===== src/hw/rtl/bba_pkg.sv =====
// Shared types and constants of the bitmap block allocator.
// No dependencies; used by every other file of the block except the macro header.
`default_nettype none

package bba_pkg;

  localparam int WORD_W     = 64;  // bitmap bits per memory word
  localparam int BIT_W      = 6;   // bit select inside one word
  localparam int NUM_W      = 21;  // block or inode number
  localparam int BASE_W     = 20;  // pool base register
  localparam int BYTES_W    = 10;  // map_bytes register
  localparam int BYTE_SHIFT = 3;   // bits per byte as a shift
  localparam int CFG_IDX_W  = 2;
  localparam int CFG_W      = 20;
  localparam int STAT_W     = 2;

  localparam logic [CFG_IDX_W-1:0] CFG_DATA_BASE  = 2'd0;
  localparam logic [CFG_IDX_W-1:0] CFG_INODE_BASE = 2'd1;
  localparam logic [CFG_IDX_W-1:0] CFG_MAP_BYTES  = 2'd2;

  localparam logic FUNC_ALLOC = 1'b0;
  localparam logic FUNC_FREE  = 1'b1;

  localparam logic [STAT_W-1:0] ST_OK    = 2'd0;
  localparam logic [STAT_W-1:0] ST_FULL  = 2'd1;
  localparam logic [STAT_W-1:0] ST_RANGE = 2'd2;

  typedef struct packed {
    logic              found;
    logic [BIT_W-1:0]  bit_idx;
    logic [WORD_W-1:0] onehot;
  } bba_find_t;

endpackage

`default_nettype wire


===== src/hw/rtl/bba_word_find.sv =====
// Lowest-clear-bit search over one bitmap word.
// Depends on bba_pkg.
`default_nettype none

module bba_word_find (
  input  wire logic [bba_pkg::WORD_W-1:0] rd_word,
  input  wire logic [bba_pkg::WORD_W-1:0] beyond_mask,
  output bba_pkg::bba_find_t              find
);

  logic [bba_pkg::WORD_W-1:0] free_bits;
  logic [bba_pkg::WORD_W-1:0] lowest;
  logic [bba_pkg::BIT_W-1:0]  enc;

  // Bits past the limit count as taken.
  assign free_bits = ~(rd_word | beyond_mask);
  assign lowest    = free_bits & (~free_bits + bba_pkg::WORD_W'(1));

  always_comb begin
    enc = '0;
    for (int k = 0; k < bba_pkg::WORD_W; k++) begin
      enc = enc | (lowest[k] ? bba_pkg::BIT_W'(k) : '0);
    end
  end

  assign find.found   = |free_bits;
  assign find.bit_idx = enc;
  assign find.onehot  = lowest;

endmodule

`default_nettype wire


===== config.mk =====
export PLATFORM = sky130hd
export DESIGN_NAME = bba_word_find
export DESIGN_NICKNAME = d
export VERILOG_FILES = /design/src/hw/rtl/bba_pkg.sv /design/src/hw/rtl/bba_word_find.sv
export SDC_FILE = /design/constraint.sdc
export NUM_CORES = 1
export LEC_CHECK = 0
export ABC_AREA = 1
export BUFFER_PORTS_ARGS = -buffer_cell sky130_fd_sc_hd__buf_2
export CORE_MARGIN = 2
export CORE_UTILIZATION = 48
export DETAILED_ROUTE_END_ITERATION = 6
export MAX_ROUTING_LAYER = met4
export PLACE_DENSITY = 0.95
export SYNTH_ARGS = -nofsm -noshare
export SYNTH_HDL_FRONTEND = slang
export SYNTH_SLANG_ARGS = --single-unit

===== constraint.sdc =====
create_clock -name vclk -period 2.48
set_input_delay 0.248 -clock vclk [all_inputs]
set_output_delay 0.248 -clock vclk [all_outputs]
set_load 0.01 [all_outputs]

# After elaboration in Yosys (flattened, before gate mapping)
# Index checks and enable logic that the tools add are counted.
[word_totals]
regBits = 0
inputBits = 128
out_inout_bits = 71
[op_classes]
n_addsub = 1
mux = 63
bitwise = 66
n_reduce_logical = 1
[op_table]
columns = ["cell", "count"]
rows = [
  ["6-bit two-way mux", 32],
  ["6-bit bitwise OR", 31],
  ["64-bit inverter", 2],
  ["5-bit two-way mux", 16],
  ["5-bit bitwise OR", 15],
  ["64-bit by 1-bit adder with 64-bit output (second input constant)", 1],
  ["64-bit AND", 1],
  ["64-bit bitwise OR", 1],
  ["64-bit OR reduction", 1],
  ["4-bit two-way mux", 8],
  ["4-bit bitwise OR", 7],
  ["3-bit two-way mux", 4],
  ["3-bit bitwise OR", 3],
  ["5-bit by 6-bit bitwise OR with 6-bit output", 1],
  ["4-bit by 5-bit bitwise OR with 5-bit output", 1],
  ["2-bit two-way mux", 2],
  ["3-bit by 4-bit bitwise OR with 4-bit output", 1],
  ["2-bit by 3-bit bitwise OR with 3-bit output", 1],
  ["1-bit by 2-bit bitwise OR with 2-bit output", 1],
  ["2-bit bitwise OR", 1],
  ["1-bit two-way mux", 1],
]

# Logic depth before layout (Yosys ltp)
[logic_depth]
depth_word = 68
mapped_depth = 14

# Worst setup path before layout
# OpenSTA, ideal clock, no wires.
[synth_path]
kind = "input to output"
from = "input beyond_mask[33] (netlist bit)"
to = "output find[64] (netlist bit)"
arrival_time_ps = 1420
required_time_ps = 2232
slack_ps = 812
stages = 11
n_path_buf = 0
path_cell_list = "or2_2 > nand2_1 > nor2_1 > nand2_1 > nor2_1 > nand3_1 > inv_1 > nor3_2 > nand3_1 > nor2_1 > nand2_1"
[synth_lines]
columns = ["item", "line", "source"]
rows = [
  ["start, declared", "bba_word_find.sv:7", "input wire logic [bba_pkg::WORD_W-1:0] beyond_mask,"],
  ["end, declared", "bba_word_find.sv:8", "output bba_pkg::bba_find_t find"],
]

==> run_results.csv <==
group,metric,value,unit
place,place_congestion,1.05,
place,number_of_port_buffers,199,
min_path,timing.hold.worst.class,"primary input to primary output",
die,core_region_area,5990,um^2
setup_path,timing.critical_path.from_type,"primary input",
sta,timing.fmax,427,MHz
synth,ys_top_cells_by_area,"sky130_fd_sc_hd__nor2_1 (25%), sky130_fd_sc_hd__nand2_1 (21%), sky130_fd_sc_hd__inv_1 (19%), sky130_fd_sc_hd__nand3_1 (7.5%), sky130_fd_sc_hd__nor2_4 (4.9%)",
place,dp_hpwl,11.5,mm
sta,postLayoutSetupSlackWorst,0.139,ns
die,dieWidth,83.1,um
setup_path,cp.arrival,2.09,ns
power,internal_power_component,188,uW
power,clockPowerShare,0,
synth,yosysUniqueCellTypes,20,
layout,drive_above_1_share,0.298,
routing,route.vias.total,4909,
setup_path,worst_setup_path_end_kind,"primary output",
sta,timing.final.crit_period,2.34,ns
layout,nFillCells,618,
run,cap_violations,0,
synth,syn_area,3010,um^2
synth,syn-instance-count,686,
setup_path,worst_ep_required_time,2.23,ns
routing,drt_pass1_iterations,5,
synth,synth_nets,814,
global_route,global_route_wire_length_before_repair,20.3,mm
layout,antennaDiodeCount,0,
power,vdd.ir_drop.worst,0.0000845,V
power,static-leakage-power,3.15,nW
setup_path,cp_max_fo,4,
cts,postCtsResizedCells,0,
die,floorplan.rows,28,
synth,synthMostInstantiatedCell,"sky130_fd_sc_hd__nor2_1",
routing,drt_iter0_drc,418,
global_route,number_of_global_route_vias_before_repair,4433,
synth,seq_area_frac_synth,0,
power,part_of_the_total_power_dissipated_in_combinational_logic,1.000,
layout,sequential_cell_area,0,um^2
sta,worst_rel_slew_slack,0.667,
routing,route.detailed.wl_per_inst,13.3,um
die,fp.dieH,83.1,um
routing,detail-route-antenna-nets,0,
routing,remaining_drc_errors,0,
global_route,grt_max_degree,10,
global_route,grt_overflow,0,
routing,topRoutingLayerUsed,"met4",
global_route,antenna_found_initial,0,
routing,wl_met1,5.32,mm
power,pwr-share-seq,0,
power,switchingPower,315,uW
cts,ctsHoldBuffers,0,
synth,yosys_warnings,0,
sta,finalCritPeriodShare,0.944,
cts,cts.repair_timing.setup_buffer_count,0,
layout,clockBufferCount,0,
layout,signed_area_change_from_the_synthesized_netlist_to_the_final_layout,36.7,%
sta,slew_violations,0,
sta,setup_total_negative_slack,0,ns
power,p_total,504,uW
routing,routed_wire_length,12.8,mm
sta,timing_hold_violations_final,0,
die,die_area,6910,um^2
routing,detailroute.wirelength.met2,5.76,mm
layout,final_net_count,1017,
die,num_io_pins,199,
sta,tightest_slew,0.494,ns
routing,dr_wl_met3,1.54,mm
power,pwr_density_cell,123,nW/um^2
min_path,hold_path_depth,3,
global_route,grt_use_total,0.357,
setup_path,timing_worst_setup_path_type,"primary input to primary output",
run_status,outcome,"complete, no violations",
synth,synth_commonest_cells,"sky130_fd_sc_hd__nor2_1 (204), sky130_fd_sc_hd__nand2_1 (168), sky130_fd_sc_hd__inv_1 (153), sky130_fd_sc_hd__nand3_1 (45), sky130_fd_sc_hd__nand4_1 (20)",
sta,rsz0062_at_grt,"no",
synth,synth.top_cell.area_share,0.255,
synth,yosys.area.top_type,"sky130_fd_sc_hd__nor2_1",
layout,final_util,0.686,
layout,seq_cells,0,
sta,setup_violations,0,
power,power_switching_share,0.626,
place,detailedPlace.worstSlack,0.224,ns
synth,synth_area_per_cell,4.38,um^2
die,initial_core_util,0.502,
routing,vias_per_cell,5.10,
cells by family after synthesis:
kind of cell,count (synthesis),share of synthesized area
AND/OR/NAND/NOR,517,0.786
buffers and inverters,162,0.202
AO/OA/AOI/OAI,7,0.0117
final timing paths:
check                           start  endpoint  slack (ns)
worst min-delay path       rd_word[0]   find[0]        0.78
worst max-delay path  beyond_mask[15]  find[68]        0.14
metal layers:
layer | GRT usage | up-vias
met5 | - | -
met4 | 0.0373 | 0
met3 | 0.0537 | 27
met2 | 0.589 | 319
met1 | 0.478 | 2109
li1 | - | 2454
power by group through the flow:
stage | Sequential [mW] | Combinational [mW] | Clock (mW)
after floorplan | 0 | 0.298 | 0
after global placement | 0 | 0.486 | 0
after detailed placement | 0 | 0.492 | 0
after CTS | 0 | 0.494 | 0
after global routing | 0 | 0.563 | 0
final | 0 | 0.504 | 0
per-stage QoR:
step	std cells	hold slack (ns)	area [um^2]
after floorplan	686	0.540	3010
after detailed placement	962	0.776	4110
after global routing	962	0.788	4110
after CTS	962	0.777	4110
after global placement	962	0.773	4110
final	962	0.778	4110
layout by cell type (no fill, tap or decap):
cell,netlist,final
sky130_fd_sc_hd__buf_2,0,199
sky130_fd_sc_hd__buf_4,0,2
sky130_fd_sc_hd__inv_1,153,153
sky130_fd_sc_hd__inv_2,9,9
sky130_fd_sc_hd__nand2_1,168,168
sky130_fd_sc_hd__nand2_2,11,11
sky130_fd_sc_hd__nand2_4,5,5
sky130_fd_sc_hd__nand3_1,45,45
sky130_fd_sc_hd__nand3_2,5,5
sky130_fd_sc_hd__nand3b_1,4,4
sky130_fd_sc_hd__nand4_1,20,20
sky130_fd_sc_hd__nand4_2,1,1
sky130_fd_sc_hd__nor2_1,204,204
sky130_fd_sc_hd__nor2_2,14,14
sky130_fd_sc_hd__nor2_4,13,13
sky130_fd_sc_hd__nor2_8,1,1
sky130_fd_sc_hd__nor3_1,17,17
sky130_fd_sc_hd__nor3_2,1,1
sky130_fd_sc_hd__nor4_1,5,5
sky130_fd_sc_hd__o21ai_0,4,4
sky130_fd_sc_hd__o21ai_1,3,3
sky130_fd_sc_hd__or2_2,3,3
worst max-delay path: stages:
cell and delay [ns]:
sky130_fd_sc_hd__buf_2 0.11, sky130_fd_sc_hd__nor2_1 0.23, sky130_fd_sc_hd__inv_1 0.12, sky130_fd_sc_hd__nand2_1 0.10, sky130_fd_sc_hd__nor2_1 0.06, sky130_fd_sc_hd__nand2_1 0.14
sky130_fd_sc_hd__nor2_4 0.07, sky130_fd_sc_hd__nand2_1 0.18, sky130_fd_sc_hd__nand2_1 0.13, sky130_fd_sc_hd__nor3_1 0.29, sky130_fd_sc_hd__nand2_1 0.08, sky130_fd_sc_hd__nor2_1 0.10
sky130_fd_sc_hd__nand3_1 0.09, sky130_fd_sc_hd__buf_2 0.15
area by class of cell:
class / count / area (um^2) / area share
multi-input combinational: 524 / 2400 / 0.583
timing repair buffer: 201 / 1010 / 0.246
inverter: 162 / 608 / 0.148
tap: 75 / 93.8 / 0.0228
No activity file was read; power rests on OpenSTA's default activity.
